--- config.mk ---
export PLATFORM = sky130hd
export DESIGN_NAME = char_lcd_nibble_writer_unit_flat
export DESIGN_NICKNAME = d
export VERILOG_FILES = /design/src/rtl/clnw_pkg.sv /design/src/rtl/clnw_if.sv /design/src/rtl/clnw_decode.sv /design/src/rtl/clnw_burst.sv /design/src/rtl/char_lcd_nibble_writer_unit.sv /design/src/flat_wrapper.sv
export SDC_FILE = /design/constraint.sdc
export NUM_CORES = 1
export LEC_CHECK = 0
export ABC_AREA = 0
export BUFFER_PORTS_ARGS = -buffer_cell sky130_fd_sc_hd__buf_2
export CAP_MARGIN = 10
export CORE_MARGIN = 10
export CORE_UTILIZATION = 55
export CTS_BUF_LIST = sky130_fd_sc_hd__clkbuf_4
export CTS_CLUSTER_SIZE = 24
export DETAILED_ROUTE_END_ITERATION = 16
export PLACE_DENSITY = 0.84
export SYNTH_ARGS = -nofsm -noshare
export SYNTH_HDL_FRONTEND = slang
export SYNTH_SLANG_ARGS = --single-unit
--- constraint.sdc ---
create_clock -name clk_i -period 5.9 [get_ports clk_i]
set_input_delay 0.885 -clock clk_i [delete_from_list [all_inputs] [get_ports clk_i]]
set_output_delay 0.885 -clock clk_i [all_outputs]
set_load 0.005 [all_outputs]
--- src/rtl/clnw_pkg.sv ---
// Package for the character-LCD nibble writer: request modes, flag bits,
// configuration and transfer-burst types. No dependencies.
package clnw_pkg;

  localparam int unsigned MaxColumnsDefault = 40;
  localparam int unsigned EffColW           = 7;
  localparam int unsigned MaxBeats          = 4;

  localparam logic [2:0] FlagDisplay = 3'b100;
  localparam logic [2:0] FlagCursor  = 3'b010;
  localparam logic [2:0] FlagBlink   = 3'b001;

  localparam logic [7:0] CmdClear   = 8'h01;
  localparam logic [7:0] CmdHome    = 8'h02;
  localparam logic [7:0] CmdControl = 8'h08;
  localparam logic [7:0] CmdAddress = 8'h80;
  localparam logic [7:0] AddrRow1   = 8'h40;

  typedef enum logic [3:0] {
    ModeChar     = 4'd0,
    ModeCommand  = 4'd1,
    ModePosition = 4'd2,
    ModeHome     = 4'd3,
    ModeClear    = 4'd4,
    ModeDisplay  = 4'd5,
    ModeCursor   = 4'd6,
    ModeBlink    = 4'd7,
    ModeNibble   = 4'd8
  } mode_e;

  typedef enum logic [1:0] {
    RegColumns = 2'd0,
    RegRows    = 2'd1,
    RegWideBus = 2'd2
  } reg_e;

  typedef struct packed {
    logic [5:0] columns_in_use;
    logic [2:0] rows_in_use;
    logic       wide_bus;
  } cfg_t;

  typedef struct packed {
    logic [MaxBeats-1:0]      rs;
    logic [MaxBeats-1:0][7:0] val;
    logic [2:0]               count;
    logic [5:0]               col;
    logic [1:0]               row;
  } burst_t;

endpackage

--- src/rtl/clnw_if.sv ---
// Valid/ready channel interfaces: LCD requests in, bus transfers out.
// Depends on nothing.
interface clnw_req_if;
  logic       valid;
  logic       ready;
  logic [3:0] mode;
  logic [7:0] data_byte;
  logic [5:0] column;
  logic [1:0] row;
  logic       flag;

  modport source (output valid, mode, data_byte, column, row, flag, input ready);
  modport sink   (input valid, mode, data_byte, column, row, flag, output ready);
endinterface

interface clnw_xfer_if;
  logic       valid;
  logic       ready;
  logic       reg_select;
  logic [7:0] bus_value;
  logic       last;
  logic [5:0] cursor_column;
  logic [1:0] cursor_row;

  modport source (output valid, reg_select, bus_value, last, cursor_column, cursor_row,
                  input ready);
  modport sink   (input valid, reg_select, bus_value, last, cursor_column, cursor_row,
                  output ready);
endinterface

--- src/rtl/clnw_decode.sv ---
// Request decoder: turns one request into a burst of up to four transfers
// and holds the cursor and control flags. Depends on clnw_pkg.
module clnw_decode #(
  parameter int unsigned MaxColumns = clnw_pkg::MaxColumnsDefault
) (
  input  logic                clk_i,
  input  logic                rst_ni,
  input  logic                accept_i,
  input  logic [3:0]          mode_i,
  input  logic [7:0]          data_byte_i,
  input  logic [5:0]          column_i,
  input  logic [1:0]          row_i,
  input  logic                flag_i,
  input  clnw_pkg::cfg_t      cfg_i,
  output clnw_pkg::burst_t    burst_o
);
  import clnw_pkg::*;

  logic [5:0] col_q, col_d;
  logic [1:0] row_q, row_d;
  logic [2:0] flags_q, flags_d;

  logic [EffColW-1:0] eff_cols;
  logic [2:0]         eff_rows;
  logic [EffColW-1:0] next_col;
  logic [2:0]         next_row;
  logic [1:0]         nbytes;
  logic [1:0]         b_rs;
  logic [1:0][7:0]    b_val;
  logic               raw;
  logic [2:0]         flag_bit;

  function automatic logic [7:0] addr_cmd(logic [5:0] col, logic [1:0] row);
    logic [7:0] base;
    base = (row != 2'd0) ? (CmdAddress | AddrRow1) : CmdAddress;
    return base + {2'b00, col};
  endfunction

  always_comb begin
    logic [EffColW-1:0] max_cols;
    max_cols = EffColW'(MaxColumns);
    eff_cols = ({1'b0, cfg_i.columns_in_use} < max_cols) ?
               {1'b0, cfg_i.columns_in_use} : max_cols;
    eff_rows = (cfg_i.rows_in_use < 3'd4) ? cfg_i.rows_in_use : 3'd4;
  end

  always_comb begin
    nbytes   = 2'd0;
    b_rs     = '0;
    b_val    = '0;
    raw      = 1'b0;
    col_d    = col_q;
    row_d    = row_q;
    flags_d  = flags_q;
    next_col = {1'b0, col_q} + EffColW'(1);
    next_row = {1'b0, row_q} + 3'd1;
    flag_bit = '0;
    case (mode_i)
      ModeChar: begin
        nbytes   = 2'd1;
        b_rs[0]  = 1'b1;
        b_val[0] = data_byte_i;
        if (next_col >= eff_cols) begin
          if (next_row >= eff_rows) begin
            next_row = '0;
          end
          col_d    = '0;
          row_d    = next_row[1:0];
          nbytes   = 2'd2;
          b_val[1] = addr_cmd(6'd0, next_row[1:0]);
        end else begin
          col_d = next_col[5:0];
        end
      end
      ModeCommand: begin
        nbytes   = 2'd1;
        b_val[0] = data_byte_i;
      end
      ModePosition: begin
        if (({1'b0, column_i} < eff_cols) && ({1'b0, row_i} < eff_rows)) begin
          nbytes   = 2'd1;
          b_val[0] = addr_cmd(column_i, row_i);
          col_d    = column_i;
          row_d    = row_i;
        end
      end
      ModeHome: begin
        nbytes   = 2'd1;
        b_val[0] = CmdHome;
        col_d    = '0;
        row_d    = '0;
      end
      ModeClear: begin
        nbytes   = 2'd2;
        b_val[0] = CmdClear;
        b_val[1] = CmdHome;
        col_d    = '0;
        row_d    = '0;
      end
      ModeDisplay, ModeCursor, ModeBlink: begin
        if (mode_i == ModeDisplay) begin
          flag_bit = FlagDisplay;
        end else if (mode_i == ModeCursor) begin
          flag_bit = FlagCursor;
        end else begin
          flag_bit = FlagBlink;
        end
        flags_d  = flag_i ? (flags_q | flag_bit) : (flags_q & ~flag_bit);
        nbytes   = 2'd1;
        b_val[0] = CmdControl | {5'd0, flags_d};
      end
      ModeNibble: begin
        raw = 1'b1;
      end
      default: begin
      end
    endcase
  end

  always_comb begin
    burst_o     = '0;
    burst_o.col = col_d;
    burst_o.row = row_d;
    if (raw) begin
      burst_o.val[0] = {4'h0, data_byte_i[3:0]};
      burst_o.count  = 3'd1;
    end else if (cfg_i.wide_bus) begin
      burst_o.rs[1:0]  = b_rs;
      burst_o.val[0]   = b_val[0];
      burst_o.val[1]   = b_val[1];
      burst_o.count    = {1'b0, nbytes};
    end else begin
      burst_o.rs     = {b_rs[1], b_rs[1], b_rs[0], b_rs[0]};
      burst_o.val[0] = {4'h0, b_val[0][7:4]};
      burst_o.val[1] = {4'h0, b_val[0][3:0]};
      burst_o.val[2] = {4'h0, b_val[1][7:4]};
      burst_o.val[3] = {4'h0, b_val[1][3:0]};
      burst_o.count  = {nbytes, 1'b0};
    end
  end

  always_ff @(posedge clk_i or negedge rst_ni) begin
    if (!rst_ni) begin
      col_q   <= '0;
      row_q   <= '0;
      flags_q <= '0;
    end else if (accept_i) begin
      col_q   <= col_d;
      row_q   <= row_d;
      flags_q <= flags_d;
    end
  end

endmodule

--- src/rtl/clnw_burst.sv ---
// Burst register and output beat register: plays a decoded burst out one
// transfer per beat. Depends on clnw_pkg and clnw_if.
module clnw_burst (
  input  logic              clk_i,
  input  logic              rst_ni,
  input  logic              in_valid_i,
  output logic              in_ready_o,
  input  clnw_pkg::burst_t  burst_i,
  clnw_xfer_if.source       xfer
);
  import clnw_pkg::*;

  burst_t     burst_q;
  logic       bvalid_q, bvalid_d;
  logic [1:0] idx_q;
  logic       load;
  logic       beat_last;
  logic       accept;

  logic       ovalid_q;
  logic       rs_q;
  logic [7:0] val_q;
  logic       last_q;
  logic [5:0] col_q;
  logic [1:0] row_q;

  assign load       = bvalid_q && (!ovalid_q || xfer.ready);
  assign beat_last  = ({1'b0, idx_q} == (burst_q.count - 3'd1));
  assign in_ready_o = !bvalid_q || (load && beat_last);
  assign accept     = in_valid_i && in_ready_o;

  always_comb begin
    bvalid_d = bvalid_q && !(load && beat_last);
    if (accept && (burst_i.count != 3'd0)) begin
      bvalid_d = 1'b1;
    end
  end

  always_ff @(posedge clk_i or negedge rst_ni) begin
    if (!rst_ni) begin
      bvalid_q <= 1'b0;
      idx_q    <= '0;
      ovalid_q <= 1'b0;
    end else begin
      bvalid_q <= bvalid_d;
      if (accept) begin
        idx_q <= '0;
      end else if (load) begin
        idx_q <= idx_q + 2'd1;
      end
      if (load) begin
        ovalid_q <= 1'b1;
      end else if (xfer.ready) begin
        ovalid_q <= 1'b0;
      end
    end
  end

  always_ff @(posedge clk_i) begin
    if (accept) begin
      burst_q <= burst_i;
    end
    if (load) begin
      rs_q   <= burst_q.rs[idx_q];
      val_q  <= burst_q.val[idx_q];
      last_q <= beat_last;
      col_q  <= burst_q.col;
      row_q  <= burst_q.row;
    end
  end

  assign xfer.valid         = ovalid_q;
  assign xfer.reg_select    = rs_q;
  assign xfer.bus_value     = val_q;
  assign xfer.last          = last_q;
  assign xfer.cursor_column = col_q;
  assign xfer.cursor_row    = row_q;

`ifndef SYNTHESIS
  a_burst_nonempty: assert property (@(posedge clk_i) disable iff (!rst_ni)
    bvalid_q |-> (burst_q.count != 3'd0))
    else $error("empty burst held");
  a_idx_in_range: assert property (@(posedge clk_i) disable iff (!rst_ni)
    bvalid_q |-> ({1'b0, idx_q} < burst_q.count))
    else $error("beat index past burst");
  a_burst_loaded: assert property (@(posedge clk_i) disable iff (!rst_ni)
    (accept && (burst_i.count != 3'd0)) |=> bvalid_q && (idx_q == 2'd0))
    else $error("burst not loaded");
  a_last_marked: assert property (@(posedge clk_i) disable iff (!rst_ni)
    (load && beat_last) |=> (ovalid_q && last_q))
    else $error("final beat not marked last");
`endif

endmodule

--- src/rtl/char_lcd_nibble_writer_unit.sv ---
// Character-LCD nibble writer, top level: APB configuration registers,
// request decoder and transfer serializer. Depends on clnw_pkg, clnw_if,
// clnw_decode and clnw_burst.
// Usage:
//   req  (sink): one request beat per LCD operation (char, command,
//        position, home, clear, display/cursor/blink flag, raw nibble).
//   xfer (source): one beat per bus strobe, with register select, the
//        value for the data lines, a last marker and the cursor after the
//        request. A 4-bit bus sends two beats per byte, high nibble first.
//   APB: columns_in_use at 0x0, rows_in_use at 0x4, wide_bus at 0x8.
// Path: burst register, then output beat register, then xfer.
// Throughput: an item occupies the burst register until all of its
//   transfers (1 to 4) are loaded; while xfer.ready is high the output
//   port moves one transfer per cycle, so the sustained rate is set by the
//   transfer count of each request. Empty requests never enter the register.
// Reset: cursor at row 0 column 0, all control flags off, 16 columns,
//   2 rows, 4-bit bus; no transfers pending.
// Stall: while xfer.ready is low the output beat holds and one further
//   burst waits in the burst register; req.ready then drops.
module char_lcd_nibble_writer_unit #(
  parameter int unsigned MaxColumns = clnw_pkg::MaxColumnsDefault
) (
  input  logic        clk_i,
  input  logic        rst_ni,
  clnw_req_if.sink    req,
  clnw_xfer_if.source xfer,
  input  logic        psel,
  input  logic        penable,
  input  logic        pwrite,
  input  logic [3:0]  paddr,
  input  logic [31:0] pwdata,
  output logic [31:0] prdata,
  output logic        pready
);
  import clnw_pkg::*;

  cfg_t   cfg_q;
  burst_t burst;
  logic   in_ready;
  logic   cfg_write;

  assign pready    = 1'b1;
  assign cfg_write = psel && penable && pwrite && pready;

  always_ff @(posedge clk_i or negedge rst_ni) begin
    if (!rst_ni) begin
      cfg_q.columns_in_use <= 6'd16;
      cfg_q.rows_in_use    <= 3'd2;
      cfg_q.wide_bus       <= 1'b0;
    end else if (cfg_write) begin
      case (paddr[3:2])
        RegColumns: cfg_q.columns_in_use <= pwdata[5:0];
        RegRows:    cfg_q.rows_in_use    <= pwdata[2:0];
        RegWideBus: cfg_q.wide_bus       <= pwdata[0];
        default: begin
        end
      endcase
    end
  end

  always_comb begin
    case (paddr[3:2])
      RegColumns: prdata = {26'd0, cfg_q.columns_in_use};
      RegRows:    prdata = {29'd0, cfg_q.rows_in_use};
      RegWideBus: prdata = {31'd0, cfg_q.wide_bus};
      default:    prdata = '0;
    endcase
  end

  assign req.ready = in_ready;

  clnw_decode #(
    .MaxColumns (MaxColumns)
  ) u_decode (
    .clk_i       (clk_i),
    .rst_ni      (rst_ni),
    .accept_i    (req.valid && in_ready),
    .mode_i      (req.mode),
    .data_byte_i (req.data_byte),
    .column_i    (req.column),
    .row_i       (req.row),
    .flag_i      (req.flag),
    .cfg_i       (cfg_q),
    .burst_o     (burst)
  );

  clnw_burst u_burst (
    .clk_i      (clk_i),
    .rst_ni     (rst_ni),
    .in_valid_i (req.valid),
    .in_ready_o (in_ready),
    .burst_i    (burst),
    .xfer       (xfer)
  );

endmodule
--- src/flat_wrapper.sv ---
// flat-port wrapper written by rule: the top's interface ports become plain ports
module char_lcd_nibble_writer_unit_flat import clnw_pkg::*;
#(
  parameter int unsigned MaxColumns = clnw_pkg::MaxColumnsDefault
)
  (clk_i, rst_ni, psel, penable, pwrite, paddr, pwdata, prdata, pready, req_valid, req_mode, req_data_byte, req_column, req_row, req_flag, req_ready, xfer_valid, xfer_reg_select, xfer_bus_value, xfer_last, xfer_cursor_column, xfer_cursor_row, xfer_ready);
  clnw_req_if req_i ();
  clnw_xfer_if xfer_i ();
  input  logic clk_i;
  input  logic rst_ni;
  input  logic psel;
  input  logic penable;
  input  logic pwrite;
  input  logic [3:0] paddr;
  input  logic [31:0] pwdata;
  output logic [31:0] prdata;
  output logic pready;
  input wire logic [$bits(req_i.valid)-1:0] req_valid;
  input wire logic [$bits(req_i.mode)-1:0] req_mode;
  input wire logic [$bits(req_i.data_byte)-1:0] req_data_byte;
  input wire logic [$bits(req_i.column)-1:0] req_column;
  input wire logic [$bits(req_i.row)-1:0] req_row;
  input wire logic [$bits(req_i.flag)-1:0] req_flag;
  output wire logic [$bits(req_i.ready)-1:0] req_ready;
  output wire logic [$bits(xfer_i.valid)-1:0] xfer_valid;
  output wire logic [$bits(xfer_i.reg_select)-1:0] xfer_reg_select;
  output wire logic [$bits(xfer_i.bus_value)-1:0] xfer_bus_value;
  output wire logic [$bits(xfer_i.last)-1:0] xfer_last;
  output wire logic [$bits(xfer_i.cursor_column)-1:0] xfer_cursor_column;
  output wire logic [$bits(xfer_i.cursor_row)-1:0] xfer_cursor_row;
  input wire logic [$bits(xfer_i.ready)-1:0] xfer_ready;
  assign req_i.valid = req_valid;
  assign req_i.mode = req_mode;
  assign req_i.data_byte = req_data_byte;
  assign req_i.column = req_column;
  assign req_i.row = req_row;
  assign req_i.flag = req_flag;
  assign req_ready = req_i.ready;
  assign xfer_valid = xfer_i.valid;
  assign xfer_reg_select = xfer_i.reg_select;
  assign xfer_bus_value = xfer_i.bus_value;
  assign xfer_last = xfer_i.last;
  assign xfer_cursor_column = xfer_i.cursor_column;
  assign xfer_cursor_row = xfer_i.cursor_row;
  assign xfer_i.ready = xfer_ready;
  char_lcd_nibble_writer_unit #(.MaxColumns(MaxColumns)) u_core (.clk_i(clk_i), .rst_ni(rst_ni), .req(req_i), .xfer(xfer_i), .psel(psel), .penable(penable), .pwrite(pwrite), .paddr(paddr), .pwdata(pwdata), .prdata(prdata), .pready(pready));
endmodule
==> results.toml, run 1 <==
[logic_synthesis]
netlist_instances = 383
synth_top_family_by_area = "simple AND/OR/NAND/NOR gates"
synth_xor_area_share_pct = 2.11
yosys-top-cells-area = "edfxtp_1 35%, dfrtp_1 14%, ha_1 5.4%, buf_4 4.9%, mux2_2 2.7%"
yosysUniqueCellTypes = 57
synth_top_area_share_pct = 34.8
ys_async_sr_fraction_pct = 34.2
syn_area_sq_mm = 0.00414
synth-seq-cells = 73
synth_common_cells = "48 x edfxtp_1, 28 x nand2_1, 28 x nor2_1"
synth_adder_area_share_pct = 5.43
synth_edf_count = 48
synthSimpleGateAreaFrac_pct = 15.3
yosysWarnings = 0
synth-seq-area-share_pct = 49.9
synthMuxAreaShare_pct = 5.95
yosys.area.top_type = "edfxtp_1"
synth_most_common_cell = "edfxtp_1"
synth-main-ff-cell = "edfxtp_1"
synth.avg_cell_area_sq_um = 10.8
synth_compound_area_share_pct = 13.3

[cts]
clk_pin_slew_ps = 130
cts_setup_buffers = 0
cts_resized = 0
cts_num_sinks = 73
root_buffer = "clkbuf_4"
cts_buffers = 9
clock_latency_ps = 430
cts_tree = "built"
cts_buffer_depth = 2
cts_max_level = 3
cts_hold_buf = 0

[finish]
layout.nets = 521
nFillCells = 617
layout.cells.non_filler = 543
drive_gt1_share_pct = 21.6
antennaDiodeCount = 0
area_growth_syn_to_layout_pct = 9.06

[worst_setup_path]
cp_max_fo = 5
path_common_cell = "o21ai_1"
worst-path-buf-inv = 0
cp_top_family = "compound AO/OA/AOI/OAI gates"
end_kind = "flip-flop"
crit_chain = "o21ai_1 > and2_1 > ha_1 > nand2b_1 > a211o_1 > a221o_1 > o211ai_2 > o21ai_1 > a21o_1"
crit_type = "reg -> reg"
required_ps = 6070
cp.arrival_ps = 3150
max_stage_delay_ps = 590
start_kind = "flip-flop"
regToRegSetupSlack_ps = 2920
cp_slowest_cell = "dfstp_2"

[power]
ir_drop_mv = 0.163
power_density_mw_per_mm2 = 344
p_leak_nw = 2.01

[grt]
grtUsageTotal_pct = 15.9
grt_max_degree = 46
grt_pass1_vias = 3029
antenna_found_initial = 0
grt_pass1_wl_mm = 14.8
overflow = 0

[job]
max_cap_violations = 0

[sta]
rsz0062_at_grt = "no"
fin_skew_ps = 27.1
worst_slack_ps = 2920
tns_ps = 0
hold_viol = 0
fin_crit_ps = 2980
fmax_mhz = 335
relSlewSlack_pct = 44.7
tightest_slew_ps = 824
finalSetupViolations = 0
slew_violations = 0
post-route-period-util_pct = 50.6

[placement]
pre_cts_ws_ps = 2990
dp_cells = 527
hpwl_mm = 6.87
place_congestion = 0.917
io_buffers = 61

[floorplanning]
fp-row-count = 31
die_w_um = 107
initial_core_util_pct = 56.8
core_region_area_sq_mm = 0.00729
die-area_sq_mm = 0.0114
die_h_um = 107
ios = 117

[hold_path]
hold_class = "reg -> reg"

[route]
ant_nets = 0
vias = 3014
drt-initial-drc-count = 269
vias_per_cell = 5.55
drc_errors = 0
first_pass_iters = 5
routed_wl_mm = 8.94
wire_per_inst_um = 16.5

[status]
status = "finished clean"
-- flip-flops by register name, summed over array words and instances (netlist names) --
register and flops:
u_core.u_burst.burst_q 30, u_core.cfg_q 10, u_core.u_burst.xfer.bus_value 8, u_core.u_burst.xfer.cursor_column 6, u_core.u_decode.col_q 6, u_core.u_decode.flags_q 3, u_core.u_burst.idx_q 2, u_core.u_burst.xfer.cursor_row 2
u_core.u_decode.row_q 2, u_core.u_burst.bvalid_q 1, u_core.u_burst.xfer.last 1, u_core.u_burst.xfer.reg_select 1, u_core.u_burst.xfer.valid 1
-- kinds of logic after synthesis --
logic type      after synthesis
mux                          23
buf+inv                      57
simple gates                125
compound gates               75
xor+xnor                     10
fa+ha+maj                    18
flops                        73
other cells                   2
-- path summary, 6_finish.rpt --
| check | to | cells after the start | startpoint |
|---|---|---|---|
| worst max register to register | u_core.u_burst.burst_q[1] | 9 | u_core.cfg_q[8] |
| min in group asynchronous | u_core.u_decode.col_q[2] | 1 | rst_ni |
| worst min register to register | u_core.u_burst.xfer.cursor_row[1] | 0 | u_core.u_burst.burst_q[1] |
| worst min-delay path | u_core.u_burst.xfer.cursor_row[1] | 0 | u_core.u_burst.burst_q[1] |
| max in group asynchronous | u_core.cfg_q[4] | 1 | rst_ni |
| worst max-delay path | u_core.u_burst.burst_q[1] | 9 | u_core.cfg_q[8] |
-- cells in the final DEF, fill, tap and decap left out, types with 6 or more instances in the layout --
cell	n
clkbuf_4	9
buf_2	61
a221o_1	9
mux2i_1	10
edfxtp_1	48
nand3_1	12
nor3_1	9
conb_1	27
a21oi_1	15
nand2b_1	7
and2_1	11
o21ai_0	11
nand2_1	28
dfrtp_1	23
ha_1	18
mux2_2	10
a21o_1	6
inv_1	13
and3_1	9
nor2_1	28
-- metrics by stage --
stage	hold WS, ps	instance area [sq um]	power [W]	utilization, %
6_report	427	4520	0.00156	62.0
5_1_grt	437	4520	0.00167	62.0
4_1_cts	429	4520	0.00157	62.0
3_5_place_dp	405	4420	0.00131	60.6
3_3_place_gp	404	4420	0.00129	60.6
2_1_floorplan	400	4240	0.00116	-
-- cell type report --
class                   count  area, sq um  share of cell area (%)
flip-flops and latches     73         2070                    45.8
well taps                  99          124                    2.74
clock buffers               9         67.6                    1.50
inverters                  14         52.6                    1.16
multi-input cells         278         1850                    40.9
clock inverters             7         36.3                   0.803
repair buffers             63          320                    7.09
-- per-layer routing --
| metal | global-route usage [%] | up-vias | part of all wire [%] |
|---|---|---|---|
| met5 | 0 | - | 0 |
| met3 | 6.05 | 24 | 9.9 |
| li1 | - | 1458 | - |
| met1 | 19.0 | 1393 | 42 |
| met2 | 25.3 | 139 | 46 |
| met4 | 6.67 | 0 | 2.6 |
-- where the power goes --
group | leakage, nW | total, W | switching, W | internal [W]
clock | 0.0563 | 0.000254 | 0.000172 | 0.0000818
sequential | 0.774 | 0.000813 | 0.0000876 | 0.000725
combinational | 1.18 | 0.000489 | 0.000276 | 0.000213
total | 2.01 | 0.00156 | 0.000536 | 0.00102
(Power assumes the default switching activity.)
==> run 2: changes to the inputs <==
Settings changed: CORE_UTILIZATION 55 to 49, PLACE_DENSITY 0.84 to 0.79.
Clock period 5.9 ns to 2.45 ns, I/O delays scaled along.
==> run 2 against run 1 <==
  * The run now ends with setup timing left
  * Sequential share of layout area is 5.8 points lower
  * Non-clock buffer count up 42
  * Critical path depth stayed put
  * Critical path type unchanged
  * Largest power group unchanged
==> results.toml, run 2 (same netlist as run 1, synthesis figures left out) <==
[worst_setup_path]
max_stage_delay_ps = 560
cp.arrival_ps = 2790
end_kind = "flip-flop"
cp_max_fo = 3
required_ps = 2630
rr_startpoint = "u_core.cfg_q[8]"
crit_type = "reg -> reg"
crit_chain = "o21ai_2 > and2_4 > ha_4 > nand2b_4 > a211o_1 > a221o_2 > o211ai_2 > nand2b_1 > a22o_1"
start_kind = "flip-flop"
reg2reg_depth = 9
r2r_end = "u_core.u_burst.burst_q[0]"
cp_slowest_cell = "dfstp_2"
regToRegSetupSlack_ps = -160

[cts]
clock_latency_ps = 430
cts_buffer_depth = 2
cts_buffers = 9
cts_max_level = 3
root_buffer = "clkbuf_4"
cts_num_sinks = 73
cts_tree = "built"
clk_pin_slew_ps = 140

[sta]
tightest_slew_ps = 664
rsz0062_at_grt = "yes"
fmax_mhz = 383
slew_violations = 0
hold_viol = 0
post-route-period-util_pct = 107
fin_crit_ps = 2610
relSlewSlack_pct = 55.7
fin_skew_ps = 18.1
worst_slack_ps = -161
finalSetupViolations = 20
tns_ps = -1600

[grt]
antenna_found_initial = 0
gr-usage-met3_pct = 5.10
overflow = 0
grt_pass1_vias = 3315
busiest_layer = "met2"
gr-usage-met2_pct = 27.4
grt_max_degree = 35
grt_pass1_wl_mm = 16.8
grt_use_met1_pct = 19.6
grtUsageTotal_pct = 16.2

[floorplanning]
fp-row-count = 33
core_region_area_sq_mm = 0.00822
die_w_um = 112
initial_core_util_pct = 50.4
ios = 117
die_h_um = 112
die-area_sq_mm = 0.0125

[finish]
utilization_pct = 63.1
final_common_cell = "buf_2"
layout.nets = 563
antennaDiodeCount = 0
final_cell_mix = "61 x buf_2, 48 x edfxtp_1, 36 x buf_4, 27 x conb_1, 26 x nor2_1"
drive_gt1_share_pct = 37.9
largest_reg_flops = 30
regMostFlops = "u_core.u_burst.burst_q"
area_growth_syn_to_layout_pct = 25.2

[status]
violations = "setup timing"
status = "finished with violations"

[power]
p_leak_nw = 2.28
power_density_mw_per_mm2 = 830
seq_power_share_pct = 44.3
ir_drop_mv = 0.370
switching_share_pct = 35.9
clkPwrFrac_pct = 16.3
power.switching_w = 0.00155
intPower_w = 0.00276
p_comb_share_pct = 39.4

[route]
first_pass_iters = 4
wire_per_inst_um = 18.0
vias_per_cell = 5.41
routed_wl_mm = 10.7
vias = 3198
drt-initial-drc-count = 257
ant_nets = 0
drc_errors = 0

[job]
max_cap_violations = 0

[placement]
hpwl_mm = 7.90
place_congestion = 0.909
io_buffers = 61

[hold_path]
holdPathStages = 2
hold_class = "in -> reg"
worstHoldStart = "pwdata[4]"
holdPathEnd = "u_core.cfg_q[8]"
## run 2: cell types whose count changed in the layout (fill, tap and decap cells not counted), moves of 4 or more
cell | previous run | this run
buf_6 | 0 | 6
ha_4 | 0 | 6
nand2_1 | 28 | 23
a21oi_1 | 15 | 11
buf_4 | 2 | 36
ha_1 | 18 | 11
## run 2: worst max-delay path, delay by kind of cell (launching register included)
family | cells | cell delay (ps)
AOI/OAI and AO/OA | 5 | 1210
DFF | 1 | 560
and+or+nand+nor | 3 | 380
adders and majority gates | 1 | 200
## run 2: final cells by class
cell class | instances | area [sq um]
clock inverters | 7 | 53.8
flip-flops and latches | 73 | 2070
repair buffers | 105 | 673
multi-input cells | 278 | 2140
clock buffers | 9 | 67.6
fillers | 684 | 3030
well taps | 105 | 131
inverters | 14 | 52.6
## run 2: per-stage QoR
| stage | instances | power (W) | instance area (sq um) | worst slack [ps] | hold slack, ps |
|---|---|---|---|---|---|
| 2_1_floorplan | 408 | 0.00280 | 4240 | -92.8 | 71.9 |
| 3_3_place_gp | 566 | 0.00332 | 4690 | -162 | 404 |
| 3_5_place_dp | 566 | 0.00340 | 4690 | -249 | 405 |
| 4_1_cts | 587 | 0.00416 | 4980 | -191 | 155 |
| 5_1_grt | 591 | 0.00457 | 5190 | -211 | 142 |
| 6_report | 591 | 0.00430 | 5190 | -161 | 160 |
## run 2: power groups by stage
stage | registers, W | clock network (W) | logic, W
floorplan | 0.00191 | 0 | 0.000897
global placement | 0.00191 | 0 | 0.00142
detailed placement | 0.00192 | 0 | 0.00147
CTS | 0.00190 | 0.000702 | 0.00156
global route | 0.00195 | 0.000766 | 0.00186
finish | 0.00191 | 0.000700 | 0.00170
## run 2: how the worst max path moves through the flow
stage / cells after the start / end / from
after CTS: 9 / u_core.u_burst.burst_q[0] / u_core.cfg_q[8]
after detailed placement: 8 / u_core.u_decode.col_q[0] / u_core.u_decode.col_q[0]
final: 9 / u_core.u_burst.burst_q[0] / u_core.cfg_q[8]
after floorplan: 9 / u_core.u_burst.burst_q[1] / u_core.cfg_q[8]
after global routing: 11 / u_core.u_burst.burst_q[8] / u_core.u_decode.col_q[3]
after global placement: 10 / u_core.u_burst.burst_q[8] / u_core.u_decode.col_q[0]
## run 2: routing by layer
metal,routed length (um),vias to the layer above
li1,-,1535
met1,4620,1541
met5,0,-
met4,232,0
met2,5170,104
met3,641,18
## run 2: repair_timing
action,in CTS,in global routing
pin swaps,17,12
setup endpoints to repair,22,30
setup buffers,4,4
hold endpoints to repair,23,0
hold buffers,1,0
gates resized for setup,27,34
